`src/sv/mbps_pkg.sv`:
```
// ----------------------------------------------------------------------------
// mbps_pkg: shared definitions for the masked byte pattern search
// Sizes, register codes and the structs passed between the search modules.
// ----------------------------------------------------------------------------
package mbps_pkg;

    // Sizing of the pattern window and the region byte counter.
    localparam int MAX_PATTERN_BYTES = 16;
    localparam int REGION_COUNT_BITS = 32;
    localparam int WIN_DEPTH         = 16;
    localparam int LEN_W             = 5;
    localparam int ADDR_W            = 64;
    localparam int CARE_W            = 16;
    localparam int CFG_INDEX_W       = 3;

    // Longest pattern actually compared: bounded by the window depth.
    localparam int EFF_CAP = (MAX_PATTERN_BYTES > WIN_DEPTH) ? WIN_DEPTH :
                             ((MAX_PATTERN_BYTES < 1) ? 1 : MAX_PATTERN_BYTES);

    // Configuration register indexes.
    typedef enum logic [CFG_INDEX_W-1:0] {
        REG_PATTERN_LOW    = 3'd0,
        REG_PATTERN_HIGH   = 3'd1,
        REG_CARE_BITS      = 3'd2,
        REG_PATTERN_LENGTH = 3'd3,
        REG_REGION_BASE    = 3'd4
    } cfg_reg_t;

    // Configuration as seen by the search core.
    typedef struct packed {
        logic [WIN_DEPTH-1:0][7:0] pattern;
        logic [CARE_W-1:0]         care;
        logic [LEN_W-1:0]          length;
        logic [ADDR_W-1:0]         base;
    } cfg_t;

    // Result of one item in the search stage.
    typedef struct packed {
        logic              emit;
        logic              found;
        logic [ADDR_W-1:0] addr;
    } result_t;

endpackage

```
`src/sv/masked_byte_pattern_search.sv`:
```
// Each result is registered in the result register when its item leaves the search stage.
// Throughput: one byte per cycle; the compare stage and the output register
// advance together, and the stage stalls only when a due result cannot be
// placed because the output register is still held.
// Reset (rst_n, asynchronous, active low) empties both stages, clears the
// window and counter, and sets the registers to zero with a length of one.
// ----------------------------------------------------------------------------
// masked_byte_pattern_search: streaming masked byte pattern search
// Bytes of a region enter one per item; the first masked match or the end of
// the region yields one result item with the found flag and match address.
// ----------------------------------------------------------------------------
module masked_byte_pattern_search (
    input  logic                             clk,
    input  logic                             rst_n,
    input  logic                             cfg_valid,
    output logic                             cfg_ready,
    input  logic [mbps_pkg::CFG_INDEX_W-1:0] cfg_index,
    input  logic [63:0]                      cfg_data,
    input  logic                             in_valid,
    output logic                             in_ready,
    input  logic [7:0]                       data_byte,
    input  logic                             last_byte,
    output logic                             out_valid,
    input  logic                             out_ready,
    output logic                             found,
    output logic [63:0]                      match_address
);
    import mbps_pkg::*;

    cfg_t              cfg;
    result_t           res;
    logic              stage_valid_reg;
    logic [7:0]        stage_data_reg;
    logic              stage_last_reg;
    logic              out_valid_reg;
    logic              found_reg;
    logic [ADDR_W-1:0] addr_reg;
    logic              out_free;
    logic              stage_go;

    // Configuration registers.
    mbps_cfg u_cfg (
        .clk       (clk),
        .rst_n     (rst_n),
        .cfg_valid (cfg_valid),
        .cfg_ready (cfg_ready),
        .cfg_index (cfg_index),
        .cfg_data  (cfg_data),
        .cfg       (cfg)
    );

    // Window, counter and compare for the item in the search stage.
    mbps_core u_core (
        .clk       (clk),
        .rst_n     (rst_n),
        .step      (stage_go),
        .data_byte (stage_data_reg),
        .last_byte (stage_last_reg),
        .cfg       (cfg),
        .res       (res)
    );

    // Stage handshake: the stage moves on unless its result has no room.
    assign out_free = !out_valid_reg || out_ready;
    assign stage_go = stage_valid_reg && (!res.emit || out_free);
    assign in_ready = !stage_valid_reg || stage_go;

    // Input register.
    always_ff @(posedge clk or negedge rst_n)
    begin
        if (!rst_n)
        begin
            stage_valid_reg <= 1'b0;
        end
        else if (in_ready)
        begin
            stage_valid_reg <= in_valid;
        end
    end

    always_ff @(posedge clk)
    begin
        if (in_valid && in_ready)
        begin
            stage_data_reg <= data_byte;
            stage_last_reg <= last_byte;
        end
    end

    // Result register.
    always_ff @(posedge clk or negedge rst_n)
    begin
        if (!rst_n)
        begin
            out_valid_reg <= 1'b0;
        end
        else if (stage_go && res.emit)
        begin
            out_valid_reg <= 1'b1;
        end
        else if (out_ready)
        begin
            out_valid_reg <= 1'b0;
        end
    end

    always_ff @(posedge clk)
    begin
        if (stage_go && res.emit)
        begin
            found_reg <= res.found;
            addr_reg  <= res.addr;
        end
    end

    assign out_valid     = out_valid_reg;
    assign found         = found_reg;
    assign match_address = addr_reg;

endmodule

```
`src/sv/mbps_cfg.sv`:
```
// ----------------------------------------------------------------------------
// mbps_cfg: configuration registers
// Holds the pattern, care bits, length and region base, and derives the
// effective pattern length used by the compare.
// ----------------------------------------------------------------------------
module mbps_cfg (
    input  logic                            clk,
    input  logic                            rst_n,
    input  logic                            cfg_valid,
    output logic                            cfg_ready,
    input  logic [mbps_pkg::CFG_INDEX_W-1:0] cfg_index,
    input  logic [63:0]                     cfg_data,
    output mbps_pkg::cfg_t                  cfg
);
    import mbps_pkg::*;

    logic [63:0]       pattern_low_reg;
    logic [63:0]       pattern_high_reg;
    logic [CARE_W-1:0] care_reg;
    logic [LEN_W-1:0]  length_reg;
    logic [ADDR_W-1:0] base_reg;
    logic [LEN_W-1:0]  eff_length;

    // Writes are always taken.
    assign cfg_ready = 1'b1;

    // Register writes by index; unknown indexes are ignored.
    always_ff @(posedge clk or negedge rst_n)
    begin
        if (!rst_n)
        begin
            pattern_low_reg  <= '0;
            pattern_high_reg <= '0;
            care_reg         <= '0;
            length_reg       <= LEN_W'(1);
            base_reg         <= '0;
        end
        else if (cfg_valid)
        begin
            unique case (cfg_reg_t'(cfg_index))
                REG_PATTERN_LOW:    pattern_low_reg  <= cfg_data;
                REG_PATTERN_HIGH:   pattern_high_reg <= cfg_data;
                REG_CARE_BITS:      care_reg         <= cfg_data[CARE_W-1:0];
                REG_PATTERN_LENGTH: length_reg       <= cfg_data[LEN_W-1:0];
                REG_REGION_BASE:    base_reg         <= cfg_data;
                default:            ;
            endcase
        end
    end

    // A length of zero counts as one; lengths past the window are clipped.
    always_comb
    begin
        eff_length = length_reg;
        if (length_reg == '0)
        begin
            eff_length = LEN_W'(1);
        end
        else if (length_reg > LEN_W'(EFF_CAP))
        begin
            eff_length = LEN_W'(EFF_CAP);
        end
    end

    assign cfg.pattern = {pattern_high_reg, pattern_low_reg};
    assign cfg.care    = care_reg;
    assign cfg.length  = eff_length;
    assign cfg.base    = base_reg;

endmodule

```
`src/sv/mbps_core.sv`:
```
// ----------------------------------------------------------------------------
// mbps_core: sliding window and masked compare
// Keeps the last bytes of the region, the byte count and the reported flag,
// and decides for the item in the search stage whether a result is due.
// ----------------------------------------------------------------------------
module mbps_core (
    input  logic                clk,
    input  logic                rst_n,
    input  logic                step,
    input  logic [7:0]          data_byte,
    input  logic                last_byte,
    input  mbps_pkg::cfg_t      cfg,
    output mbps_pkg::result_t   res
);
    import mbps_pkg::*;

    logic [WIN_DEPTH-1:0][7:0]      window_reg;
    logic [WIN_DEPTH-1:0][7:0]      window_shift;
    logic [REGION_COUNT_BITS-1:0]   seen_reg;
    logic [REGION_COUNT_BITS-1:0]   seen_next;
    logic                           reported_reg;
    logic                           comparable;
    logic                           mismatch;
    logic                           hit;
    logic [REGION_COUNT_BITS-1:0]   len_ext;
    logic [REGION_COUNT_BITS-1:0]   offset;
    logic [3:0]                     pidx;

    // Window with the new byte in front.
    assign window_shift = {window_reg[WIN_DEPTH-2:0], data_byte};

    // Byte counter saturates; a byte seen at saturation is not compared.
    assign comparable = (seen_reg != '1);
    assign seen_next  = comparable ? seen_reg + 1'b1 : seen_reg;
    assign len_ext    = {{(REGION_COUNT_BITS-LEN_W){1'b0}}, cfg.length};

    // Masked compare: window entry j lines up with pattern byte length-1-j.
    always_comb
    begin
        mismatch = 1'b0;
        pidx     = '0;
        for (int j = 0; j < WIN_DEPTH; j++)
        begin
            if (LEN_W'(j) < cfg.length)
            begin
                pidx = 4'(cfg.length - LEN_W'(1) - LEN_W'(j));
                if (cfg.care[pidx] && (cfg.pattern[pidx] != window_shift[j]))
                begin
                    mismatch = 1'b1;
                end
            end
        end
    end

    assign hit    = !reported_reg && comparable && (seen_next >= len_ext) && !mismatch;
    assign offset = seen_next - len_ext;

    // A result is due on a first match or at a region end without one.
    assign res.emit  = hit || (last_byte && !reported_reg);
    assign res.found = hit;
    assign res.addr  = hit ? cfg.base + {{(ADDR_W-REGION_COUNT_BITS){1'b0}}, offset}
                           : '0;

    // Region state; the last byte clears it for the next region.
    always_ff @(posedge clk or negedge rst_n)
    begin
        if (!rst_n)
        begin
            window_reg   <= '0;
            seen_reg     <= '0;
            reported_reg <= 1'b0;
        end
        else if (step)
        begin
            if (last_byte)
            begin
                window_reg   <= '0;
                seen_reg     <= '0;
                reported_reg <= 1'b0;
            end
            else
            begin
                window_reg   <= window_shift;
                seen_reg     <= seen_next;
                reported_reg <= reported_reg || hit;
            end
        end
    end

endmodule

```
`config.mk`:
```
export PLATFORM = sky130hd
export DESIGN_NAME = masked_byte_pattern_search
export DESIGN_NICKNAME = d
export VERILOG_FILES = /design/src/sv/mbps_pkg.sv /design/src/sv/masked_byte_pattern_search.sv /design/src/sv/mbps_cfg.sv /design/src/sv/mbps_core.sv
export SDC_FILE = /design/constraint.sdc
export NUM_CORES = 1
export LEC_CHECK = 0
export BUFFER_PORTS_ARGS = -buffer_cell sky130_fd_sc_hd__buf_2
export CORE_MARGIN = 5
export CORE_UTILIZATION = 55
export DETAILED_ROUTE_END_ITERATION = 10
export PLACE_DENSITY = 0.73
export SETUP_SLACK_MARGIN = 0.4
export SLEW_MARGIN = 25
export SYNTH_ARGS = -nofsm -noshare
export SYNTH_HDL_FRONTEND = slang
export SYNTH_HIERARCHICAL = 1
export SYNTH_SLANG_ARGS = --single-unit
```
`constraint.sdc`:
```
create_clock -name clk -period 13.25 [get_ports clk]
set_input_delay 3.3125 -clock clk [delete_from_list [all_inputs] [get_ports clk]]
set_output_delay 3.3125 -clock clk [all_outputs]
set_load 0.1 [all_outputs]
```
# Word level (Yosys, flattened, before mapping)
# Index checks and enable logic that the tools add are counted.
totals:
  out_inout_bits: 68
  regBits: 442
classes:
  n_lt_le_gt_ge: 34
  n_addsub: 19
  eq_ne: 21
  mux: 104
  reduce_logical: 41
op_table:
  columns: ["cell", "count"]
  rows:
  - ["8-bit binary-select mux with 4-bit select", 16]
  - ["8-bit 2-to-1 mux", 16]
  - ["8-bit inequality test", 16]
  - ["120-bit 2-to-1 mux", 1]
  - ["4-bit by 5-bit less-than comparator with 1-bit output, second input constant", 16]
  - ["64-bit by 32-bit adder with 64-bit output", 1]
  - ["1-bit binary-select mux with 4-bit select", 16]
  - ["32-bit 2-to-1 mux", 2]
  - ["1-bit 2-to-1 mux", 51]
  - ["4-bit by 5-bit less-than comparator with 1-bit output, first input constant", 8]
  - ["32-bit by 1-bit adder with 32-bit output, second input constant", 1]
  - ["32-bit by 5-bit greater-or-equal comparator with 1-bit output", 1]
  - ["32-bit inequality test, second input constant", 1]
  - ["32-bit by 5-bit subtractor with 32-bit output", 1]
  - ["4-bit subtractor, second input constant", 8]
  - ["1-bit logical AND", 23]
  - ["3-bit by 5-bit less-than comparator with 1-bit output, first input constant", 4]
  - ["4-bit by 3-bit subtractor with 4-bit output, second input constant", 4]
  - ["1-bit by 5-bit less-than comparator with 1-bit output, first input constant", 2]
  - ["2-bit by 5-bit less-than comparator with 1-bit output, first input constant", 2]
  - ["5-bit 2-to-1 mux", 2]
  - ["2-bit AND reduction", 5]
  - ["4-bit by 1-bit subtractor with 4-bit output, second input constant", 2]
  - ["4-bit by 2-bit subtractor with 4-bit output, second input constant", 2]
  - ["other kinds (9)", 18]

# Longest topological paths before layout
# Gate-level depths: netlist of run 1.
depth:
  word_depth: 48
  depth_mapped: 31

# Modules after synthesis
# The synthesis of run 1 kept the hierarchy.
by_module_without_submodules:
  columns: ["module", "area_each_um2", "cells_per_inst", "n_inst"]
  rows:
  - ["mbps_core", 19919.1, 2090, 1]
  - ["mbps_cfg", 8692.1, 463, 1]
  - ["masked_byte_pattern_search", 2328.5, 84, 1]

# Worst setup path after synthesis of run 1
# No wires, ideal clock.
synth_timing:
  path_kind: "register -> output"
  from: "reg u_cfg.length_reg[2]"
  to: "out in_ready"
  path_buffers: 6
  t_arrival_ns: 6.348
  path_stages_with_launch: 22
  setup_slack_ns: 3.589
  path_cell_list: "dfrtp_1 -> or3_1 -> a21oi_1 -> buf_4 -> inv_1 -> ha_1 -> xnor2_2 -> clkbuf_1 -> clkbuf_1 -> ha_1 -> buf_1 -> clkbuf_1 -> mux4_2 -> xnor2_1 -> nand4_1 -> nor2_1 -> o41ai_1 -> nor3_1 -> nand4_1 -> buf_2 -> o32ai_1 -> nand4b_2"
synth_rtl:
  columns: ["item", "line_no", "source"]
  rows:
  - ["start, declared", "mbps_cfg.sv:20", "logic [LEN_W-1:0] length_reg;"]
  - ["start signal, assigned", "mbps_cfg.sv:44", "REG_PATTERN_LENGTH: length_reg <= cfg_data[LEN_W-1:0];"]
  - ["end, declared", "masked_byte_pattern_search.sv:20", "output logic in_ready,"]

==> flow_summary.json, run 1 <==
{
  "power_leakage_uw": 0.0134,
  "fp.dieArea_um2": 61100,
  "clock_skew_ns": 0.0292,
  "final_util_pct": 59.8,
  "synth_nets": 2765,
  "rsz0062_at_grt": "false",
  "seqPwrFrac_pct": 20.3,
  "pwr-share-clk_pct": 15.4,
  "hold_ws_ns": 0.505,
  "cp_slowest_cell": "o32ai_1",
  "netlist_area_um2": 30900,
  "finalCritPeriodShare_pct": 83.6,
  "p_int_uw": 4670,
  "max_slew_margin_pct": 27.1,
  "place_congestion": 1.06,
  "max_stage_delay_ns": 0.92,
  "num_rows": 87,
  "synth_area_leaders": "dfrtp_1 (30%), mux4_2 (12%), edfxtp_1 (7.2%)",
  "synth_enable_flop_cells": 74,
  "drc": 0,
  "cts_tree": "yes",
  "cts_max_level": 2,
  "synthFlopType": "dfrtp_1",
  "antenna_found_initial": 1,
  "arrival_ns": 7.77,
  "cts_buffer_depth": 3,
  "cts_setup_buffers": 0,
  "synth_warnings": 6,
  "grt_overflow_total": 0,
  "startpoint_type": "flip-flop",
  "nNetsFinal": 2804,
  "ir_drop_mv": 0.194,
  "design_area_um2": 33500,
  "first_iter_violations": 2340,
  "finalSetupTns_ns": 0,
  "ios": 149,
  "fin_crit_ns": 11.08,
  "firstDrtPassIters": 6,
  "syn_to_final_growth_pct": 8.26,
  "grt_max_degree": 158,
  "fill_cells": 4554,
  "clk_pin_slew_worst_paths_ns": 0.06,
  "start_util_pct": 55.2,
  "wl_per_cell_um": 29.4,
  "p_sw_uw": 4200,
  "cts-root-buf": "clkbuf_16",
  "regToRegSetupSlack_ns": 4.41,
  "cts_buffers": 50,
  "fp.dieH_um": 247,
  "swShare_pct": 47.4,
  "largest_register_ffs": 120,
  "combPwrFrac_pct": 64.2,
  "layout_common_cells": "dfrtp_1 (367), nand2_1 (194), mux2i_1 (174), mux4_2 (171), buf_2 (146)",
  "worst_slew_pin_slew_ns": 1.06,
  "groute.usage.overall_pct": 33.2,
  "port_buffers": 147,
  "async_reset_ff_share_pct": 83.3,
  "num_vias": 23400,
  "power_density_nw_per_um2": 265,
  "drive_above_1_share_pct": 29.1,
  "grt_pass1_vias": 22800,
  "yosysSeqAreaShare_pct": 37.0,
  "path_cells": "or3_1, a21oi_4, inv_1, ha_4, xnor2_2, buf_4, inv_1, ha_1, nor3_1, o21ai_2, xnor2_4, mux4_2, xnor2_1, nand4_1, o211ai_1, and4_1, nand4_1, o32ai_1, nand4b_2, buf_2",
  "via_per_inst": 6.74,
  "ant_nets": 0,
  "grt_pass1_wl_um": 152000,
  "status": "finished, final reports clean",
  "synth_top_area_share_pct": 29.7,
  "synth_cells": 2637,
  "ys_ff_latch": 442,
  "end_kind": "output pin",
  "avgSynthCellArea_um2": 11.7,
  "cp_max_fo": 24,
  "post_cts_resized": 0,
  "wl_um": 102000,
  "hold_viol": 0,
  "hpwl_um": 76800,
  "synth_cell_type_count": 94,
  "clock_latency_ns": 0.62,
  "layout_commonest_cell": "dfrtp_1",
  "crit_type": "reg2out",
  "timing.fmax_mhz": 90.2,
  "hp-class": "reg2reg",
  "placed_area_um2": 31800,
  "hold_buffers": 0,
  "setup-violations-final": 0,
  "core-area_um2": 56100,
  "cp_data_required_time_ns": 9.94,
  "cap_violations": 0,
  "drv_slew": 0,
  "fp.dieW_um": 247,
  "cts_sinks": 442,
  "synth_top_cell_by_area": "dfrtp_1"
}
## cell families (layout without fill, tap and decap cells)
group / Yosys count / count (layout) / synth area share [%]
multiplexers: 608 / 608 / 29.2
AND/OR/NAND/NOR: 605 / 605 / 10.8
flip-flops: 442 / 442 / 37.0
AO/OA/AOI/OAI: 401 / 401 / 8.64
buffers and inverters: 284 / 363 / 5.06
XOR/XNOR: 249 / 249 / 7.32
adder cells (fa/ha/maj): 47 / 47 / 1.95
other: 1 / 2 / 0.0121
## cell usage after synthesis (all sizes together), types with 16 or more instances
library cell / number
buf: 106
and3: 18
inv: 80
nor2b: 21
nand2: 194
xor2: 99
clkbuf: 95
nor3: 19
mux4: 171
a21oi: 43
nand3: 89
ha: 45
o31ai: 70
nor2: 71
a22oi: 16
mux2: 263
mux2i: 174
o21ai: 130
a211oi: 23
dfrtp: 367
nor4: 74
a21o: 27
edfxtp: 74
o211ai: 16
nand4: 55
xnor2: 149
## through the flow
stage / power, uW / std cells / setup slack, ns
after global placement: 7310 / 3377 / 2.99
after CTS: 8760 / 3469 / 2.13
after detailed placement: 7350 / 3377 / 2.82
after global routing: 9250 / 3472 / 1.75
final: 8870 / 3473 / 2.17
after floorplan: 5920 / 2637 / 3.59
## layout make-up
class                      count  area (um2)  area share [%]
inverter                      83         313           0.934
antenna                        1        2.50         0.00747
clock buffer                  74        1460            4.37
sequential                   442       11400            34.1
timing repair buffer         188        1130            3.36
tap                          756         946            2.82
multi-input combinational   1911       18100            53.9
clock inverter                18         156           0.467
## critical path, delay by kind of cell (launching register included)
| family | cells | cell delay, ns |
|---|---|---|
| multiplexers | 1 | 0.62 |
| flip-flops | 1 | 0.39 |
| AO/OA/AOI/OAI | 4 | 1.81 |
| buffers and inverters | 4 | 1.14 |
| AND/OR/NAND/NOR | 6 | 1.55 |
| XOR/XNOR | 3 | 1.05 |
| adder cells (fa/ha/maj) | 2 | 0.57 |
## worst paths after layout
path,cells after the start,end,from
worst min-delay path,2,u_core/window_reg[117]$_DFFE_PN0P_,u_core/window_reg[117]$_DFFE_PN0P_
worst max-delay path,20,in_ready,u_cfg/length_reg[2]$_DFFE_PN0P_
max in group asynchronous,3,u_core/window_reg[48]$_DFFE_PN0P_,rst_n
min in group asynchronous,1,u_cfg/base_reg[33]$_DFFE_PN0P_,rst_n
worst max register to register,21,u_core/window_reg[85]$_DFFE_PN0P_,u_cfg/length_reg[2]$_DFFE_PN0P_
worst min register to register,2,u_core/window_reg[117]$_DFFE_PN0P_,u_core/window_reg[117]$_DFFE_PN0P_
## routing by layer
metal / track usage [%] / vias up / wire length, um
met2: 50.6 / 1228 / 45800
met1: 45.7 / 11900 / 40300
met5: 0 / - / 0
met4: 16.7 / 0 / 6640
li1: - / 9991 / -
met3: 6.32 / 272 / 9300
## power groups by stage
| stage | clock, uW | combinational [uW] | sequential [uW] |
|---|---|---|---|
| after detailed placement | 0 | 5540 | 1820 |
| after global placement | 0 | 5500 | 1810 |
| after floorplan | 0 | 4020 | 1900 |
| final | 1370 | 5690 | 1800 |
| after global routing | 1450 | 5980 | 1820 |
| after CTS | 1390 | 5570 | 1800 |
Power figures use the tool's default switching activity.
==> run 2: changes to the inputs <==
PLACE_DENSITY = 0.75   (was 0.73)
clock period = 9.2 ns   (was 13.25 ns; I/O delays follow)
==> run 2 against run 1 <==
Net effect:
- routed wire length shrank 3.2%
- sequential power grew 44%
- final cell count grew 0.66%
- power grew 50%
- cell area grew 1.7%
- die area is the same
- register-to-register slack lost 3.0 ns
- setup slack lost 1.6 ns
- clock power grew 68%
- critical path depth shrank 1
- first-iteration DRC count grew 14%
- worst hold slack gained 0.016 ns
- critical endpoint unchanged
==> flow_summary.json, run 2 (same netlist as run 1, synthesis figures left out) <==
{
  "largest_register_ffs": 120,
  "fin_crit_ns": 8.67,
  "fp.dieW_um": 247,
  "clock_skew_ns": 0.0353,
  "syn_to_final_growth_pct": 10.1,
  "fp.dieH_um": 247,
  "hpwl_um": 73400,
  "design_area_um2": 34100,
  "drv_slew": 0,
  "cap_violations": 0,
  "num_vias": 23400,
  "status": "finished, final reports clean",
  "finalSetupTns_ns": 0,
  "rsz0062_at_grt": "false",
  "hp-class": "reg2reg",
  "grt_max_degree": 181,
  "ios": 149,
  "cts_tree": "yes",
  "placed_area_um2": 31900,
  "layout_commonest_cell": "dfrtp_1",
  "grt_pass1_wl_um": 148000,
  "antenna_found_initial": 4,
  "arrival_ns": 6.37,
  "clk_pin_slew_worst_paths_ns": 0.06,
  "drive_above_1_share_pct": 30.2,
  "wl_per_cell_um": 28.3,
  "ant_nets": 0,
  "hold_viol": 0,
  "place_congestion": 1.07,
  "fp.dieArea_um2": 61100,
  "crit_type": "reg2out",
  "cts_buffer_depth": 3,
  "setup-violations-final": 0,
  "first_iter_violations": 2677,
  "nNetsFinal": 2822,
  "power_leakage_uw": 0.0137,
  "cts_max_level": 2,
  "wl_um": 98800,
  "cts-root-buf": "clkbuf_16",
  "end_kind": "output pin",
  "grt_pass1_vias": 23000,
  "core-area_um2": 56100,
  "port_buffers": 147,
  "dp_slack_ns": 0.954,
  "ir_drop_mv": 0.367,
  "groute.usage.overall_pct": 32.1,
  "max_slew_margin_pct": 29.9,
  "cp_max_fo": 48,
  "finalCritPeriodShare_pct": 94.2,
  "fill_cells": 4451,
  "final.setup.worst_slack_ns": 0.530,
  "grt_overflow_total": 0,
  "hold_ws_ns": 0.521,
  "cts_sinks": 442,
  "num_rows": 87,
  "via_per_inst": 6.70,
  "firstDrtPassIters": 8,
  "cts_buffers": 50,
  "clock_latency_ns": 0.64,
  "drc": 0,
  "layout_common_cells": "dfrtp_1 (367), nand2_1 (194), mux2i_1 (171), mux4_2 (171), buf_2 (145)",
  "startpoint_type": "flip-flop",
  "power_density_nw_per_um2": 390,
  "cp_data_required_time_ns": 6.90,
  "worst_slew_pin_slew_ns": 1.04,
  "timing.fmax_mhz": 115,
  "start_util_pct": 55.2
}
run 2: layout make-up:
class | instances | area (um2) | share of cell area (%)
diodes | 4 | 10.0 | 0.0294
clock buffers | 62 | 1430 | 4.19
clock inverters | 32 | 507 | 1.49
inverters | 83 | 313 | 0.918
multi-input cells | 1911 | 18100 | 53.1
flip-flops and latches | 442 | 11400 | 33.5
well taps | 756 | 946 | 2.78
repair buffers | 206 | 1330 | 3.90
run 2: final timing paths:
path | start | endpoint | slack (ns) | depth (start not counted)
min reg2reg | u_cfg/base_reg[11]$_DFFE_PN0P_ | u_cfg/base_reg[11]$_DFFE_PN0P_ | 0.52 | 1
min | u_cfg/base_reg[11]$_DFFE_PN0P_ | u_cfg/base_reg[11]$_DFFE_PN0P_ | 0.52 | 1
max in group asynchronous | rst_n | u_core/seen_reg[12]$_DFFE_PN0P_ | 6.25 | 3
max | u_cfg/length_reg[2]$_DFFE_PN0P_ | in_ready | 0.53 | 19
max reg2reg | u_cfg/length_reg[4]$_DFFE_PN0P_ | match_address[51]$_DFFE_PP_ | 1.41 | 23
min in group asynchronous | rst_n | u_cfg/pattern_high_reg[35]$_DFFE_PN0P_ | 1.57 | 1
run 2: metal layers:
layer	GRT usage, %	wire, um
met5	0	0
met4	15.9	5950
met3	6.90	9050
met2	49.0	45000
met1	43.6	38800
run 2: power breakdown:
group | internal (uW) | switching [uW]
combinational | 3450 | 4940
sequential | 2280 | 324
clock | 1400 | 902
total | 7130 | 6160
run 2: stage by stage:
stage          util, %  std cells  power (uW)
2_1_floorplan        -       2637        8520
3_3_place_gp      56.9       3387       10500
3_5_place_dp      56.9       3387       10600
4_1_cts           60.5       3484       13100
5_1_grt           60.8       3494       13800
6_report          60.8       3496       13300
run 2: what timing repair did:
action | in CTS | in global routing
pin swaps | 1 | 2
buffers inserted | 2 | 7
gates resized for setup | 4 | 12
setup endpoints to repair | 1 | 1
hold buffers | 0 | 0
gates cloned | 1 | 0
endpoints found under the hold margin | 0 | 0
run 2: worst max-delay path, cell delays in order (launching register included):
cell and delay, ns:
dfrtp_1 0.40, or3_1 0.42, a21oi_4 0.16, inv_1 0.14
ha_4 0.36, inv_2 0.13, buf_6 0.49, mux2i_1 0.76
mux4_2 0.41, xnor2_1 0.12, nand4_1 0.11, nor2_1 0.24
o311ai_1 0.16, nor3_1 0.27, nand4_1 0.28, buf_4 0.27
o32ai_1 0.29, buf_4 0.22, nand4b_2 0.15, buf_4 0.26
